<file path="config.mk">
export PLATFORM = sky130hd
export DESIGN_NAME = utf8_name_validator
export DESIGN_NICKNAME = d
export VERILOG_FILES = /design/src/rtl/core/unv_pkg.sv /design/src/rtl/core/unv_front.sv /design/src/rtl/core/unv_queue.sv /design/src/rtl/core/unv_back.sv /design/src/rtl/core/utf8_name_validator.sv
export VERILOG_INCLUDE_DIRS = /design/src /design/src/rtl/core
export SDC_FILE = /design/constraint.sdc
export NUM_CORES = 1
export LEC_CHECK = 0
export ABC_CLOCK_PERIOD_IN_PS = 2100
export BUFFER_PORTS_ARGS = -buffer_cell sky130_fd_sc_hd__buf_2
export CELL_PAD_IN_SITES_DETAIL_PLACEMENT = 1
export CELL_PAD_IN_SITES_GLOBAL_PLACEMENT = 2
export CORE_MARGIN = 8
export CORE_UTILIZATION = 35
export DETAILED_ROUTE_END_ITERATION = 12
export MAX_ROUTING_LAYER = met4
export PLACE_DENSITY_LB_ADDON = 0.1
export SYNTH_ARGS = -nofsm -noshare
export SYNTH_HDL_FRONTEND = slang
export SYNTH_HIERARCHICAL = 1
export SYNTH_SLANG_ARGS = --single-unit
</file>
<file path="constraint.sdc">
create_clock -name i_clk -period 2.1 [get_ports i_clk]
set_input_delay 0 -clock i_clk [delete_from_list [all_inputs] [get_ports i_clk]]
set_output_delay 0 -clock i_clk [all_outputs]
set_load 0.02 [all_outputs]
</file>
<file path="src/rtl/core/utf8_name_validator_macros.svh">
// ---------------------------------------------------------------------------
// Assertion macros shared by the name validator RTL
// ---------------------------------------------------------------------------
`ifndef UTF8_NAME_VALIDATOR_MACROS_SVH
`define UTF8_NAME_VALIDATOR_MACROS_SVH

// The condition must hold at every clock edge outside reset.
`define UNV_ASSERT_ALWAYS(lbl, clk, rst_n, cond) \
    lbl: assert property (@(posedge clk) disable iff (!(rst_n)) (cond)) \
        else $error("unv assertion failed");

// When the antecedent holds, the consequent must hold in the next cycle.
`define UNV_ASSERT_NEXT(lbl, clk, rst_n, ante, cons) \
    lbl: assert property (@(posedge clk) disable iff (!(rst_n)) (ante) |=> (cons)) \
        else $error("unv assertion failed");

`endif

</file>
<file path="src/rtl/core/unv_pkg.sv">
// ---------------------------------------------------------------------------
// unv_pkg
// Shared types and constants of the UTF-8 object name validator.
// ---------------------------------------------------------------------------
package unv_pkg;

    localparam int MAX_NAME_LEN_DEF = 256;
    localparam int LEN_W            = 9;
    localparam int QUEUE_DEPTH_DEF  = 2;

    // Result codes; the scan error register uses the same encoding.
    localparam logic [1:0] ST_OK   = 2'd0;
    localparam logic [1:0] ST_BAD  = 2'd1;
    localparam logic [1:0] ST_LONG = 2'd2;

    // Allowed range of the next continuation byte.
    localparam logic [2:0] LC_ANY = 3'd0;  // 80-BF
    localparam logic [2:0] LC_E0  = 3'd1;  // A0-BF
    localparam logic [2:0] LC_ED  = 3'd2;  // 80-9F
    localparam logic [2:0] LC_F0  = 3'd3;  // 90-BF
    localparam logic [2:0] LC_F4  = 3'd4;  // 80-8F

    // Classification of one byte, produced by the front and consumed by the back.
    typedef struct packed {
        logic       is_term;
        logic       classic;
        logic       is_slash;
        logic       classic_bad;
        logic       ascii;
        logic       first_ok;
        logic       ctrl;
        logic       is_space;
        logic       lead_bad;
        logic [1:0] lead_cont;
        logic [2:0] lead_class;
        logic       in_80_bf;
        logic       in_a0_bf;
        logic       in_80_9f;
        logic       in_90_bf;
        logic       in_80_8f;
    } t_cls;

endpackage

</file>
<file path="src/rtl/core/unv_front.sv">
// ---------------------------------------------------------------------------
// unv_front
// Holds the rule-set register and classifies each accepted byte.
// ---------------------------------------------------------------------------
module unv_front (
    input  logic              i_clk,
    input  logic              i_rst_n,
    input  logic              i_cfg_we,
    input  logic              i_cfg_wdata,
    input  logic              i_push,
    input  logic [7:0]        i_byte_value,
    input  logic              i_q_full,
    output logic              o_q_push,
    output unv_pkg::t_cls     o_cls
);

    logic       r_classic;
    logic [7:0] b;
    logic       alnum;
    logic       classic_ok;

    always_ff @(posedge i_clk) begin
        if (!i_rst_n) begin
            r_classic <= 1'b0;
        end else if (i_cfg_we) begin
            r_classic <= i_cfg_wdata;
        end
    end

    assign b        = i_byte_value;
    assign o_q_push = i_push & ~i_q_full;

    always_comb begin
        alnum = (b >= 8'h41 && b <= 8'h5A) || (b >= 8'h61 && b <= 8'h7A) ||
                (b >= 8'h30 && b <= 8'h39);
        classic_ok = alnum || b == 8'h5F || b == 8'h2D || b == 8'h2B ||
                     b == 8'h2E || b == 8'h3A || b == 8'h40 || b == 8'h28 ||
                     b == 8'h29;

        o_cls             = '0;
        o_cls.is_term     = (b == 8'h00);
        o_cls.classic     = r_classic;
        o_cls.is_slash    = (b == 8'h2F);
        o_cls.classic_bad = r_classic & ~classic_ok;
        o_cls.ascii       = ~b[7];
        o_cls.first_ok    = alnum || b == 8'h5F;
        o_cls.ctrl        = (b < 8'h20) || (b > 8'h7E);
        o_cls.is_space    = (b == 8'h20);
        o_cls.in_80_bf    = (b[7:6] == 2'b10);
        o_cls.in_a0_bf    = (b >= 8'hA0 && b <= 8'hBF);
        o_cls.in_80_9f    = (b >= 8'h80 && b <= 8'h9F);
        o_cls.in_90_bf    = (b >= 8'h90 && b <= 8'hBF);
        o_cls.in_80_8f    = (b >= 8'h80 && b <= 8'h8F);

        // Lead byte decode; stray continuations and overlong or
        // out-of-range leads are flagged as bad.
        if (b >= 8'hC2 && b <= 8'hDF) begin
            o_cls.lead_cont = 2'd1;
        end else if (b == 8'hE0) begin
            o_cls.lead_cont  = 2'd2;
            o_cls.lead_class = unv_pkg::LC_E0;
        end else if (b == 8'hED) begin
            o_cls.lead_cont  = 2'd2;
            o_cls.lead_class = unv_pkg::LC_ED;
        end else if (b >= 8'hE1 && b <= 8'hEF) begin
            o_cls.lead_cont = 2'd2;
        end else if (b == 8'hF0) begin
            o_cls.lead_cont  = 2'd3;
            o_cls.lead_class = unv_pkg::LC_F0;
        end else if (b >= 8'hF1 && b <= 8'hF3) begin
            o_cls.lead_cont = 2'd3;
        end else if (b == 8'hF4) begin
            o_cls.lead_cont  = 2'd3;
            o_cls.lead_class = unv_pkg::LC_F4;
        end else if (b[7]) begin
            o_cls.lead_bad = 1'b1;
        end
    end

endmodule

</file>
<file path="src/rtl/core/unv_queue.sv">
// ---------------------------------------------------------------------------
// unv_queue
// Small register queue that decouples byte classification from checking.
// ---------------------------------------------------------------------------
module unv_queue #(
    parameter int WIDTH = 8,
    parameter int DEPTH = unv_pkg::QUEUE_DEPTH_DEF
) (
    input  logic             i_clk,
    input  logic             i_rst_n,
    input  logic             i_push,
    input  logic [WIDTH-1:0] i_wdata,
    output logic             o_full,
    input  logic             i_pop,
    output logic [WIDTH-1:0] o_rdata,
    output logic             o_empty
);

    localparam int PTR_W = (DEPTH > 1) ? $clog2(DEPTH) : 1;
    localparam int CNT_W = $clog2(DEPTH + 1);

    logic [WIDTH-1:0] r_mem [DEPTH];
    logic [PTR_W-1:0] r_wr_ptr, n_wr_ptr;
    logic [PTR_W-1:0] r_rd_ptr, n_rd_ptr;
    logic [CNT_W-1:0] r_count, n_count;
    logic             do_push;
    logic             do_pop;

    assign o_full  = (r_count == CNT_W'(DEPTH));
    assign o_empty = (r_count == '0);
    assign do_push = i_push & ~o_full;
    assign do_pop  = i_pop & ~o_empty;
    assign o_rdata = r_mem[r_rd_ptr];

    always_comb begin
        n_wr_ptr = r_wr_ptr;
        n_rd_ptr = r_rd_ptr;
        n_count  = r_count;
        if (do_push) begin
            n_wr_ptr = (r_wr_ptr == PTR_W'(DEPTH - 1)) ? '0 : r_wr_ptr + 1'b1;
        end
        if (do_pop) begin
            n_rd_ptr = (r_rd_ptr == PTR_W'(DEPTH - 1)) ? '0 : r_rd_ptr + 1'b1;
        end
        if (do_push && !do_pop) begin
            n_count = r_count + 1'b1;
        end else if (do_pop && !do_push) begin
            n_count = r_count - 1'b1;
        end
    end

    always_ff @(posedge i_clk) begin
        if (!i_rst_n) begin
            r_wr_ptr <= '0;
            r_rd_ptr <= '0;
            r_count  <= '0;
        end else begin
            r_wr_ptr <= n_wr_ptr;
            r_rd_ptr <= n_rd_ptr;
            r_count  <= n_count;
        end
    end

    always_ff @(posedge i_clk) begin
        if (do_push) begin
            r_mem[r_wr_ptr] <= i_wdata;
        end
    end

endmodule

</file>
<file path="src/rtl/core/unv_back.sv">
// ---------------------------------------------------------------------------
// unv_back
// Tracks UTF-8 sequence state and name rules; emits the status beat.
// ---------------------------------------------------------------------------
`include "utf8_name_validator_macros.svh"

module unv_back #(
    parameter int MAX_NAME_LEN = unv_pkg::MAX_NAME_LEN_DEF
) (
    input  logic          i_clk,
    input  logic          i_rst_n,
    input  logic          i_q_valid,
    input  unv_pkg::t_cls i_cls,
    output logic          o_q_pop,
    output logic          o_empty,
    input  logic          i_pop,
    output logic [1:0]    o_status
);

    localparam logic [unv_pkg::LEN_W-1:0] LEN_MAX = unv_pkg::LEN_W'(MAX_NAME_LEN);

    logic [unv_pkg::LEN_W-1:0] r_len, n_len;
    logic [1:0]                r_cont, n_cont;
    logic [2:0]                r_lclass, n_lclass;
    logic                      r_first, n_first;
    logic                      r_gbad, n_gbad;
    logic [1:0]                r_scan, n_scan;
    logic                      r_space, n_space;
    logic                      r_out_valid;
    logic [1:0]                r_out_status;

    logic       go;
    logic       overflow;
    logic       consumed;
    logic       range_ok;
    logic [1:0] term_status;

    // A terminator needs a free output slot; other bytes never stall.
    assign go       = i_q_valid & (~i_cls.is_term | ~r_out_valid | i_pop);
    assign o_q_pop  = go;
    assign o_empty  = ~r_out_valid;
    assign o_status = r_out_status;
    assign overflow = (r_len >= LEN_MAX);

    always_comb begin
        case (r_lclass)
            unv_pkg::LC_E0: range_ok = i_cls.in_a0_bf;
            unv_pkg::LC_ED: range_ok = i_cls.in_80_9f;
            unv_pkg::LC_F0: range_ok = i_cls.in_90_bf;
            unv_pkg::LC_F4: range_ok = i_cls.in_80_8f;
            default:        range_ok = i_cls.in_80_bf;
        endcase
    end

    always_comb begin
        if (r_len == '0 || r_cont != 2'd0 || r_gbad) begin
            term_status = unv_pkg::ST_BAD;
        end else if (r_scan != unv_pkg::ST_OK) begin
            term_status = r_scan;
        end else if (r_space) begin
            term_status = unv_pkg::ST_BAD;
        end else begin
            term_status = unv_pkg::ST_OK;
        end
    end

    always_comb begin
        n_len    = r_len;
        n_cont   = r_cont;
        n_lclass = r_lclass;
        n_first  = r_first;
        n_gbad   = r_gbad;
        n_scan   = r_scan;
        n_space  = r_space;
        consumed = 1'b0;

        if (i_cls.is_term) begin
            n_len    = '0;
            n_cont   = 2'd0;
            n_lclass = unv_pkg::LC_ANY;
            n_first  = 1'b1;
            n_gbad   = 1'b0;
            n_scan   = unv_pkg::ST_OK;
            n_space  = 1'b0;
        end else begin
            if (!overflow) begin
                n_len = r_len + 1'b1;
            end
            if (i_cls.is_slash || i_cls.classic_bad) begin
                n_gbad = 1'b1;
            end

            if (r_cont != 2'd0) begin
                n_lclass = unv_pkg::LC_ANY;
                if (range_ok) begin
                    n_cont   = r_cont - 1'b1;
                    consumed = 1'b1;
                end else begin
                    // Broken sequence: this byte is re-examined as a new character.
                    n_gbad = 1'b1;
                    n_cont = 2'd0;
                end
            end

            if (!consumed) begin
                if (!i_cls.ascii) begin
                    if (i_cls.lead_bad) begin
                        n_gbad = 1'b1;
                    end else begin
                        n_cont   = i_cls.lead_cont;
                        n_lclass = i_cls.lead_class;
                    end
                end
                if (!i_cls.classic && i_cls.ascii) begin
                    if ((r_first && !i_cls.first_ok) || (!r_first && i_cls.ctrl)) begin
                        if (n_scan == unv_pkg::ST_OK) begin
                            n_scan = unv_pkg::ST_BAD;
                        end
                    end
                end
                n_space = i_cls.is_space;
                n_first = 1'b0;
            end

            if (overflow && n_scan == unv_pkg::ST_OK) begin
                n_scan = unv_pkg::ST_LONG;
            end
        end
    end

    always_ff @(posedge i_clk) begin
        if (!i_rst_n) begin
            r_len       <= '0;
            r_cont      <= 2'd0;
            r_lclass    <= unv_pkg::LC_ANY;
            r_first     <= 1'b1;
            r_gbad      <= 1'b0;
            r_scan      <= unv_pkg::ST_OK;
            r_space     <= 1'b0;
            r_out_valid <= 1'b0;
        end else begin
            if (go) begin
                r_len    <= n_len;
                r_cont   <= n_cont;
                r_lclass <= n_lclass;
                r_first  <= n_first;
                r_gbad   <= n_gbad;
                r_scan   <= n_scan;
                r_space  <= n_space;
            end
            if (go && i_cls.is_term) begin
                r_out_valid <= 1'b1;
            end else if (i_pop) begin
                r_out_valid <= 1'b0;
            end
        end
    end

    always_ff @(posedge i_clk) begin
        if (go && i_cls.is_term) begin
            r_out_status <= term_status;
        end
    end

    `UNV_ASSERT_ALWAYS(a_len_bound, i_clk, i_rst_n, r_len <= LEN_MAX)
    `UNV_ASSERT_ALWAYS(a_class_needs_cont, i_clk, i_rst_n,
        r_cont != 2'd0 || r_lclass == unv_pkg::LC_ANY)
    `UNV_ASSERT_NEXT(a_term_clears, i_clk, i_rst_n, go && i_cls.is_term,
        r_out_valid && r_len == '0 && r_first && !r_gbad && r_scan == unv_pkg::ST_OK)
    `UNV_ASSERT_ALWAYS(a_scan_code, i_clk, i_rst_n,
        r_scan == unv_pkg::ST_OK || r_scan == unv_pkg::ST_BAD || r_scan == unv_pkg::ST_LONG)

endmodule

</file>
<file path="src/rtl/core/utf8_name_validator.sv">
// ---------------------------------------------------------------------------
// utf8_name_validator
// Streaming checker for object names encoded as UTF-8.
// ---------------------------------------------------------------------------
// Bytes enter through a queue-style port: a beat is taken when i_push is high
// and o_full is low. A zero byte ends the name and produces one status beat;
// other bytes produce none. The status waits on o_status while o_empty is low
// and is taken by i_pop. Status: 0 valid, 1 bad name, 2 name too long.
// i_cfg_we writes i_cfg_wdata into the classic rule-set bit; write it only
// while no name is in flight.
// Each byte is classified in the front, passes a two-entry queue and is
// checked in the back, one byte per cycle. A terminator passes the queue
// and the status register before its status can be popped. Throughput is
// one byte per cycle; the back stalls only on a terminator while the previous
// status has not been popped, and the queue then fills and raises o_full.
// Synchronous reset empties the queue, drops any pending status, clears the
// name state and selects the extended rules.
// ---------------------------------------------------------------------------
module utf8_name_validator #(
    parameter int MAX_NAME_LEN = unv_pkg::MAX_NAME_LEN_DEF
) (
    input  logic       i_clk,
    input  logic       i_rst_n,
    input  logic       i_cfg_we,
    input  logic       i_cfg_wdata,
    input  logic       i_push,
    output logic       o_full,
    input  logic [7:0] i_byte_value,
    output logic       o_empty,
    input  logic       i_pop,
    output logic [1:0] o_status
);

    localparam int CLS_W = $bits(unv_pkg::t_cls);

    unv_pkg::t_cls f_cls;
    unv_pkg::t_cls q_cls;
    logic          q_push;
    logic          q_full;
    logic          q_empty;
    logic          q_pop;

    assign o_full = q_full;

    unv_front u_front (
        .i_clk        (i_clk),
        .i_rst_n      (i_rst_n),
        .i_cfg_we     (i_cfg_we),
        .i_cfg_wdata  (i_cfg_wdata),
        .i_push       (i_push),
        .i_byte_value (i_byte_value),
        .i_q_full     (q_full),
        .o_q_push     (q_push),
        .o_cls        (f_cls)
    );

    unv_queue #(
        .WIDTH (CLS_W),
        .DEPTH (unv_pkg::QUEUE_DEPTH_DEF)
    ) u_queue (
        .i_clk   (i_clk),
        .i_rst_n (i_rst_n),
        .i_push  (q_push),
        .i_wdata (f_cls),
        .o_full  (q_full),
        .i_pop   (q_pop),
        .o_rdata (q_cls),
        .o_empty (q_empty)
    );

    unv_back #(
        .MAX_NAME_LEN (MAX_NAME_LEN)
    ) u_back (
        .i_clk     (i_clk),
        .i_rst_n   (i_rst_n),
        .i_q_valid (~q_empty),
        .i_cls     (q_cls),
        .o_q_pop   (q_pop),
        .o_empty   (o_empty),
        .i_pop     (i_pop),
        .o_status  (o_status)
    );

endmodule

</file>
==> After elaboration in Yosys (flattened, before gate mapping) <==
Memories as Yosys holds them, arrays and structs flattened. A register that Yosys moved wholly into a read port is not among the register bits.
Cells that the tools add are included.
{ "word_totals": {"n_memories": 1, "wordCells": 189, "output_inout_bits": 4, "reg_bits": 27, "input_bits": 14, "mem_bits_rw": 38} }
{ "classes": {"magnitude_cmp": 21, "n_bitwise": 13, "n_mux": 65, "add_sub_neg": 6, "eq_ne": 22, "reduce_logical": 48} }
{ "memory_table": {"columns": ["name", "depth", "width", "rd", "rd_clocked_by_memory_dff", "wr", "line", "text"], "rows": [
  ["u_queue.r_mem", 2, 19, 1, 1, 1, "unv_queue.sv:22", "logic [WIDTH-1:0] r_mem [DEPTH];"]
]} }
{ "ops": {"columns": ["operator", "n"], "rows": [
  ["8-bit by 6-bit == test with 1-bit output, second input constant", 8],
  ["8-bit >= comparator, second input constant", 6],
  ["8-bit <= comparator, second input constant", 6],
  ["2-bit 2-to-1 mux", 19],
  ["8-bit == test, second input constant", 4],
  ["1-bit 2-to-1 mux", 31],
  ["3-bit 2-to-1 mux", 8],
  ["5-bit 2-to-1 mux", 4],
  ["9-bit 2-to-1 mux", 2],
  ["1-bit logical AND", 17],
  ["8-bit by 7-bit == test with 1-bit output, second input constant", 2],
  ["8-bit by 7-bit >= comparator with 1-bit output, second input constant", 2],
  ["8-bit by 7-bit <= comparator with 1-bit output, second input constant", 2],
  ["1-bit logical OR", 15],
  ["9-bit by 1-bit adder with 9-bit output, second input constant", 1],
  ["9-bit >= comparator, second input constant", 1],
  ["9-bit logical NOT", 1],
  ["8-bit by 6-bit >= comparator with 1-bit output, second input constant", 1],
  ["8-bit by 7-bit > comparator with 1-bit output, second input constant", 1],
  ["8-bit by 6-bit <= comparator with 1-bit output, second input constant", 1],
  ["8-bit logical NOT", 1],
  ["8-bit by 6-bit less-than comparator with 1-bit output, second input constant", 1],
  ["2-bit nonzero test", 4],
  ["3-bit by 2-bit == test with 1-bit output, second input constant", 2],
  ["14 further kinds", 35]
]} }

==> Logic depth before layout (Yosys ltp) <==
Gate-level depths: netlist of run 1.
{ "depth": {"ltp_word": 14, "depth_mapped": 11, "ltp_nobuf": 9} }

==> Cells and area by module <==
Netlist of run 1, hierarchy kept.
{ "by_module_without_submodules": {"columns": ["mod", "area_each_um2", "cells_per_inst", "seq_area_each_um2", "n_inst"], "rows": [
  ["unv_queue", 1601.5, 84, 1241.2, 1],
  ["unv_back", 1277.5, 158, 460.4, 1],
  ["unv_front", 414.1, 66, 20.0, 1],
  ["utf8_name_validator", 3.8, 1, 0.0, 1]
]} }

==> Least setup slack after synthesis of run 1 <==
Ideal clock, no wire load.
{ "synth_path": {"path_type": "reg-to-reg", "from": "reg (tool-made name)", "to": "reg u_queue.r_count[1]", "required_time_ns": 2.030, "slack_ns": -0.158, "arrival_time_ns": 2.188, "n_path_buf": 2, "period_less_slack_ns": 2.258, "path_stages_with_launch": 11, "setup_time_ns": 0.070, "path_cell_list": "dfxtp_1 > buf_2 > mux2_2 > clkbuf_1 > nand3b_1 > nand2_1 > clkinv_1 > o21ai_1 > ha_1 > or3_1 > a21boi_1"} }
{ "synth_lines": {"columns": ["item", "line", "text"], "rows": [
  ["to (signal assigned)", "unv_queue.sv:60", "r_count <= n_count;"],
  ["to (decl)", "unv_queue.sv:25", "logic [CNT_W-1:0] r_count, n_count;"]
]} }

==> results.sh, run 1 <==
export IMPL_tns_ps=0
export IMPL_clk_pin_slew_worst_paths_ps=80
export IMPL_viasPerCell=5.25
export IMPL_io_pins=18
export IMPL_avgSynthCellArea_um2=10.7
export IMPL_final_area_um2=3820
export IMPL_cts_root_buf="clkbuf_8"
export IMPL_grt_pass1_vias=2513
export IMPL_drcViolationCount=0
export IMPL_ir_drop_mv=0.527
export IMPL_grtUsageMet2=0.208
export IMPL_final_cell_mix="edfxtp_1 (40), dfxtp_1 (25), nor2_1 (21)"
export IMPL_synthFlopType="edfxtp_1"
export IMPL_antenna_found_initial=0
export IMPL_fp_coreArea_um2=9200
export IMPL_finClkSkew_ps=12.1
export IMPL_wl_per_cell_um=16.8
export IMPL_routed_wl_um=7590
export IMPL_die_area_um2=12800
export IMPL_cts_tree="yes"
export IMPL_timing_max_cap_violations=0
export IMPL_ys_ff_latch=66
export IMPL_insertion_delay_ps=350
export IMPL_cellPowerDensity_nw_per_um2=1200
export IMPL_async_flop_share=0
export IMPL_nets=354
export IMPL_htreeDepth=3
export IMPL_die_height_um=113
export IMPL_grtUsageMet3=0.0256
export IMPL_fill_cells=1026
export IMPL_num_rows=35
export IMPL_start_util=0.359
export IMPL_synthDistinctLibCells=60
export IMPL_p_leak_nw=1.37
export IMPL_status="complete, no violations"
export IMPL_vias=2375
export IMPL_holdCritPathClass="input port to register"
export IMPL_yosysWarnings=6
export IMPL_grt_max_degree=21
export IMPL_tightestPinTransition_ps=390
export IMPL_maxClockFrequency_mhz=503
export IMPL_slew_violations=0
export IMPL_rsz0062_at_grt="no"
export IMPL_power_total_mw=4.57
export IMPL_io_buffers=17
export IMPL_max_clock_path_buffers=2
export IMPL_n_antenna_cell=0
export IMPL_placed_cell_area_um2=3560
export IMPL_post_cts_setup_buffers=0
export IMPL_period_share=0.946
export IMPL_setup_ws_ps=113
export IMPL_ys_top_cells_by_area="edfxtp_1 (36%), dfxtp_1 (16%), mux2_2 (6.8%)"
export IMPL_ant_nets=0
export IMPL_overflow=0
export IMPL_path_max_fanout=8
export IMPL_critPathArrivalTime_ps=2230
export IMPL_track_usage=0.131
export IMPL_die_w_um=113
export IMPL_first_pass_iters=4
export IMPL_pre_cts_slack_ps=-18.1
export IMPL_hold_slack_ps=55.1
export IMPL_hpwl_um=5420
export IMPL_worstSetupPathType="register to register"
export IMPL_cts_sinks=66
export IMPL_grt_first_pass_wirelength_um=12800
export IMPL_cp_start_kind="register"
export IMPL_final_common_cell="edfxtp_1"
export IMPL_place_congestion=0.723
export IMPL_setup_violations=0
export IMPL_cts_made_buffers=9
export IMPL_grt_busiest_layer="met2"
export IMPL_synth_nets=327
export IMPL_cp_end_kind="register"
export IMPL_final_hold_violation_count=0
export IMPL_synth_edf_count=40
export IMPL_post_route_cells_drive_above_1_share=0.252
export IMPL_slew_headroom=0.740
export IMPL_synthCells=309
export IMPL_syn2layout_area_growth_pct=16.0
export IMPL_fin_crit_ps=1990
export IMPL_ys_seq_area_frac=0.522
export IMPL_yosysTopAreaCellShare=0.364
export IMPL_syn_area_um2=3300
export IMPL_synth_top_cell_by_area="edfxtp_1"
export IMPL_critPathRequiredTime_ps=2340
export IMPL_grt_util_met1=0.161
export IMPL_drt_iter0_drc=92
-- area by class of cell --
type                       instances  area (µm²)  share of cell area
multi-input combinational        210        1440               0.376
sequential                        66        1720               0.451
clock inverter                     5        57.6              0.0151
inverter                          16        65.1              0.0170
clock buffer                      11         163              0.0425
tap                              111         139              0.0363
timing repair buffer              33         238              0.0622
-- Yosys cell counts, drive strengths merged (2+ instances only) --
| master | number |
|---|---|
| xnor2 | 6 |
| nand3 | 13 |
| nor4 | 5 |
| nand4b | 2 |
| o21a | 2 |
| mux2 | 20 |
| or4 | 3 |
| and2 | 9 |
| nand3b | 3 |
| a32o | 2 |
| nand2b | 9 |
| edfxtp | 40 |
| nor4b | 3 |
| inv | 14 |
| clkinv | 2 |
| a21oi | 15 |
| clkbuf | 10 |
| nor2 | 21 |
| buf | 7 |
| o32ai | 2 |
| ha | 4 |
| and4b | 2 |
| o221ai | 2 |
| nand4 | 2 |
| nor3 | 11 |
| a21boi | 4 |
| and3 | 7 |
| dfxtp | 26 |
| o22ai | 2 |
| o21ai | 17 |
| nand2 | 19 |
| nor2b | 6 |
| a2111oi | 2 |
| mux2i | 2 |
-- layer usage --
layer,share of wire,routed length (µm)
met1,0.49,3750
met2,0.47,3560
met3,0.024,184
met4,0.013,95
met5,0,0
-- metrics by stage --
step	utilization	std cells
floorplan	-	309
global placement	0.388	433
detailed placement	0.388	433
CTS	0.415	452
global route	0.416	452
finish	0.416	452
-- critical path: stages, from the launching register on --
cell and delay, ps:
dfxtp_2 350, buf_12 140, mux2_2 230, mux2i_1 80, or4_1 430, and3_2 270, a2111oi_4 330, o21ai_2 70
-- timing repair --
action / CTS / global route
gates cloned: 0 / 0
hold buffers: 3 / 0
endpoints found under the hold margin: 2 / 0
gates resized for setup: 1 / 2
endpoints found under the setup margin: 1 / 8
-- final timing paths --
kind	start	to	slack, ps	depth (start not counted)
worst min register to register	u_back/r_space	u_back/r_space	490	2
worst max register to register	register	u_back/r_gbad	110	7
worst max-delay path	register	u_back/r_gbad	110	7
worst min-delay path	i_rst_n	u_queue/r_wr_ptr	60	2
-- kinds of logic (layout without fill, tap and decap cells) --
kind of cell               count (synthesis)  in the layout  share of synthesized area
adders and majority gates                  4              4                     0.0152
and+or+nand+nor                          120            120                      0.202
AOI/OAI and AO/OA                         57             57                      0.123
muxes                                     22             22                     0.0744
buffers and inverters                     33             65                     0.0444
DFF                                       66             66                      0.522
xor gates and xnor gates                   7              7                     0.0186
-- state kept, by name, indices dropped and copies added, names as in the netlist, 2 cells and up, named ones only --
name,flops
u_queue/r_mem,38
u_back/r_len,9
u_back/r_lclass,3
u_back/o_status,2
u_back/r_cont,2
u_back/r_scan,2
u_queue/r_count,2
-- where the power goes --
group / switching (mW) / internal, mW
clock: 0.513 / 0.656
combinational: 0.863 / 0.745
sequential: 0.141 / 1.66
Power figures use the tool's default switching activity.
==> run 2, diff against run 1 <==
--- a/config.mk
+++ b/config.mk
@@ -6,7 +6,7 @@
 export SDC_FILE = /design/constraint.sdc
 export NUM_CORES = 1
 export LEC_CHECK = 0
-export ABC_CLOCK_PERIOD_IN_PS = 2100
+export ABC_CLOCK_PERIOD_IN_PS = 1700
 export BUFFER_PORTS_ARGS = -buffer_cell sky130_fd_sc_hd__buf_2
 export CELL_PAD_IN_SITES_DETAIL_PLACEMENT = 1
 export CELL_PAD_IN_SITES_GLOBAL_PLACEMENT = 2
==> constraint.sdc (replaced) <==
create_clock -name i_clk -period 1.7 [get_ports i_clk]
set_input_delay 0 -clock i_clk [delete_from_list [all_inputs] [get_ports i_clk]]
set_output_delay 0 -clock i_clk [all_outputs]
set_load 0.02 [all_outputs]
==> results.sh, run 2 (synthesized netlist as in run 1, its figures left out) <==
export IMPL_slew_headroom=0.720
export IMPL_routed_wl_um=8440
export IMPL_tightestPinTransition_ps=415
export IMPL_violations="setup timing"
export IMPL_antenna_found_initial=0
export IMPL_period_share=1.16
export IMPL_wl_per_cell_um=17.7
export IMPL_rsz0062_at_grt="yes"
export IMPL_grt_pass1_vias=2754
export IMPL_finClkSkew_ps=10.3
export IMPL_die_height_um=113
export IMPL_fin_crit_ps=1970
export IMPL_critPathArrivalTime_ps=2200
export IMPL_place_congestion=0.731
export IMPL_cts_tree="yes"
export IMPL_p_leak_nw=1.59
export IMPL_insertion_delay_ps=340
export IMPL_grt_first_pass_wirelength_um=14300
export IMPL_htreeDepth=3
export IMPL_drcViolationCount=0
export IMPL_final_common_cell="edfxtp_1"
export IMPL_clk_pin_slew_worst_paths_ps=80
export IMPL_status="finished with violations"
export IMPL_io_pins=18
export IMPL_cts_sinks=66
export IMPL_n_antenna_cell=0
export IMPL_cp_start_kind="register"
export IMPL_vias=2516
export IMPL_io_buffers=17
export IMPL_syn2layout_area_growth_pct=32.1
export IMPL_die_w_um=113
export IMPL_timing_max_cap_violations=0
export IMPL_die_area_um2=12800
export IMPL_final_hold_violation_count=0
export IMPL_hpwl_um=5930
export IMPL_power_total_mw=6.60
export IMPL_num_rows=35
export IMPL_drt_iter0_drc=129
export IMPL_slew_violations=0
export IMPL_max_clock_path_buffers=2
export IMPL_grt_max_degree=21
export IMPL_maxClockFrequency_mhz=508
export IMPL_cp_end_kind="register"
export IMPL_cts_made_buffers=9
export IMPL_setup_ws_ps=-269
export IMPL_ir_drop_mv=0.481
export IMPL_start_util=0.359
export IMPL_worstSetupPathType="register to register"
export IMPL_track_usage=0.146
export IMPL_final_cell_mix="edfxtp_1 (40), buf_4 (26), dfxtp_1 (24)"
export IMPL_fp_coreArea_um2=9200
export IMPL_critPathRequiredTime_ps=1930
export IMPL_setup_violations=12
export IMPL_largestRegisters="u_queue/r_mem x38, u_back/r_len x9, u_back/r_lclass x3"
export IMPL_cts_root_buf="clkbuf_8"
export IMPL_first_pass_iters=4
export IMPL_overflow=0
export IMPL_nets=379
export IMPL_ant_nets=0
export IMPL_regMostFlops="u_queue/r_mem"
export IMPL_ff2ff_setup_slack_ps=-270
export IMPL_holdCritPathClass="input port to register"
export IMPL_path_max_fanout=7
export IMPL_viasPerCell=5.27
export IMPL_post_route_cells_drive_above_1_share=0.393
export IMPL_cellPowerDensity_nw_per_um2=1510
export IMPL_tns_ps=-2010
export IMPL_largest_reg_flops=38
==> run 2: worst paths after layout <==
kind	from	end	cells past startpoint
setup reg to reg	register	u_back/r_gbad	6
hold / removal	i_byte_value[7]	u_queue/r_mem[0][14]	2
hold reg to reg	u_back/r_first	u_back/r_first	1
setup / recovery	register	u_back/r_gbad	6
==> run 2: what timing repair did <==
item,CTS,global route
hold buffers,3,0
buffers inserted,6,2
hold endpoints to repair,2,0
setup endpoints to repair,15,19
pin swaps,9,14
resized for setup,34,30
==> run 2: where the power goes <==
| group | internal, mW | switching (mW) | total [mW] | leakage, nW |
|---|---|---|---|---|
| logic | 1.46 | 1.38 | 2.84 | 0.878 |
| registers | 2.06 | 0.205 | 2.26 | 0.593 |
| clock network | 0.838 | 0.657 | 1.50 | 0.114 |
==> run 2: per-stage QoR <==
step                      cells  area (µm²)  hold slack, ps  utilization  setup slack, ps
after floorplan             309        3390             118            -             -299
after global placement      451        3760             254        0.409             -318
after detailed placement    451        3760             310        0.409             -374
after CTS                   476        4210            32.9        0.458             -253
after global routing        477        4350            57.7        0.473             -303
final                       477        4350            57.7        0.473             -269
==> run 2: layer usage <==
metal	global-route usage	vias to the layer above	wire length, µm
met4	0.0480	0	163
met3	0.0272	12	171
met1	0.172	1232	3900
met2	0.245	37	4190
li1	-	1235	-
met5	-	-	0
==> run 2: final cells by class <==
type / count / area (µm²)
Clock buffer: 9 / 124
Clock inverter: 7 / 100
Fill cell: 996 / 4840
Inverter: 16 / 67.6
Multi-Input combinational cell: 210 / 1700
Sequential cell: 66 / 1730
Tap cell: 111 / 139
Timing Repair Buffer: 58 / 493
==> run 2: worst max-delay path, cell delays in order, from the launching register on <==
cell	delay, ps
dfxtp_4	390
mux2_4	200
or3b_4	380
a211o_1	300
and3_4	230
a2111oi_4	300
o21ai_2	70
==> run 3, diff against run 2 <==
--- a/config.mk
+++ b/config.mk
@@ -12,6 +12,7 @@
 export CELL_PAD_IN_SITES_GLOBAL_PLACEMENT = 2
 export CORE_MARGIN = 8
 export CORE_UTILIZATION = 35
+export CTS_BUF_LIST = sky130_fd_sc_hd__clkbuf_16
 export DETAILED_ROUTE_END_ITERATION = 12
 export MAX_ROUTING_LAYER = met4
 export PLACE_DENSITY_LB_ADDON = 0.1
==> results.sh, run 3 (synthesized netlist as in run 1, its figures left out) <==
export IMPL_place_congestion=0.731
export IMPL_drcViolationCount=0
export IMPL_dp_cells=451
export IMPL_die_area_um2=12800
export IMPL_final_cells=476
export IMPL_num_rows=35
export IMPL_cts_tree="yes"
export IMPL_fill_cells=1000
export IMPL_critPathRequiredTime_ps=1910
export IMPL_fin_crit_ps=1910
export IMPL_violations="setup timing"
export IMPL_final_common_cell="edfxtp_1"
export IMPL_tns_ps=-1690
export IMPL_timing_max_cap_violations=0
export IMPL_syn2layout_area_growth_pct=32.8
export IMPL_final_hold_violation_count=0
export IMPL_ir_drop_mv=0.647
export IMPL_tightestPinTransition_ps=406
export IMPL_r2r_cells=6
export IMPL_fp_coreArea_um2=9200
export IMPL_period_share=1.13
export IMPL_io_pins=18
export IMPL_final_cell_mix="edfxtp_1 (40), buf_4 (27), dfxtp_1 (24)"
export IMPL_setup_ws_ps=-214
export IMPL_n_antenna_cell=0
export IMPL_regMostFlops="u_queue/r_mem"
export IMPL_status="finished with violations"
export IMPL_worstSetupPathType="register to register"
export IMPL_slew_violations=0
export IMPL_slew_headroom=0.726
export IMPL_largest_reg_flops=38
export IMPL_maxClockFrequency_mhz=522
export IMPL_cts_made_buffers=9
export IMPL_htreeDepth=3
export IMPL_overflow=0
export IMPL_clk_pin_slew_worst_paths_ps=60
export IMPL_path_max_fanout=8
export IMPL_largestRegisters="u_queue/r_mem x38, u_back/r_len x9, u_back/r_lclass x3"
export IMPL_post_route_cells_drive_above_1_share=0.381
export IMPL_rsz0062_at_grt="yes"
export IMPL_min_path_cells=2
export IMPL_cp_start_kind="register"
export IMPL_grt_max_degree=21
export IMPL_hpwl_um=5930
export IMPL_drt_iter0_drc=132
export IMPL_die_height_um=113
export IMPL_antenna_found_initial=0
export IMPL_finClkSkew_ps=6.73
export IMPL_routed_wl_um=8270
export IMPL_wl_per_cell_um=17.4
export IMPL_p_leak_nw=1.60
export IMPL_max_clock_path_buffers=2
export IMPL_cts_root_buf="clkbuf_16"
export IMPL_ant_nets=0
export IMPL_die_w_um=113
export IMPL_setup_violations=12
export IMPL_cp_end_kind="register"
export IMPL_cellPowerDensity_nw_per_um2=1580
export IMPL_viasPerCell=5.23
export IMPL_grt_first_pass_wirelength_um=14000
export IMPL_grt_pass1_vias=2768
export IMPL_nets=378
export IMPL_holdCritPathClass="input port to register"
export IMPL_io_buffers=17
export IMPL_cts_sinks=66
export IMPL_track_usage=0.144
export IMPL_vias=2488
export IMPL_insertion_delay_ps=330
export IMPL_first_pass_iters=4
export IMPL_start_util=0.359
export IMPL_critPathArrivalTime_ps=2120
==> run 3: layout make-up <==
cell class	instances	area, µm²	share of cell area
Clock buffer	9	225	0.0514
Clock inverter	7	100	0.0229
Inverter	16	67.6	0.0154
Multi-Input combinational cell	210	1660	0.379
Sequential cell	66	1730	0.395
Tap cell	111	139	0.0317
Timing Repair Buffer	57	460	0.105
==> run 3: final timing paths <==
check	from	to	slack, ps
max	register	u_back/r_gbad	-210
max reg2reg	register	u_back/r_gbad	-210
min reg2reg	u_back/r_space	u_back/r_space	490
min	i_byte_value[7]	u_queue/r_mem[0][14]	80
==> run 3: power breakdown <==
part           internal, mW  leakage (nW)  switching (mW)  total (mW)
logic                  1.34         0.844            1.31        2.65
registers              2.06         0.593           0.200        2.26
clock network          1.30         0.160           0.712        2.01
==> run 3: layer usage <==
metal	part of all wire	track usage
met1	0.47	0.167
met5	0	-
met3	0.021	0.0373
met4	0.014	0.0488
met2	0.50	0.239
==> run 3: critical path, cell delays in order (launching register included) <==
cell and delay (ps):
dfxtp_4 380, mux2_4 200, or3b_4 370, a211o_1 290
and3_4 190, a2111oi_4 300, o21ai_2 70
==> run 3: repair_timing <==
item,4_1_cts,5_1_grt
gates resized for setup,20,31
hold buffers,3,0
hold endpoints to repair,2,0
endpoints found under the setup margin,15,19
setup buffers,4,3
pin swaps,6,15
==> run 3: stage by stage <==
| stage | setup WS (ps) | area, µm² | utilization | total power, mW | hold WS, ps |
|---|---|---|---|---|---|
| after floorplan | -299 | 3390 | - | 3.72 | 118 |
| after global placement | -318 | 3760 | 0.409 | 4.45 | 254 |
| after detailed placement | -374 | 3760 | 0.409 | 4.49 | 310 |
| after CTS | -247 | 4240 | 0.461 | 6.76 | 55.7 |
| after global routing | -264 | 4380 | 0.476 | 7.31 | 81.0 |
| final | -214 | 4380 | 0.476 | 6.91 | 77.9 |
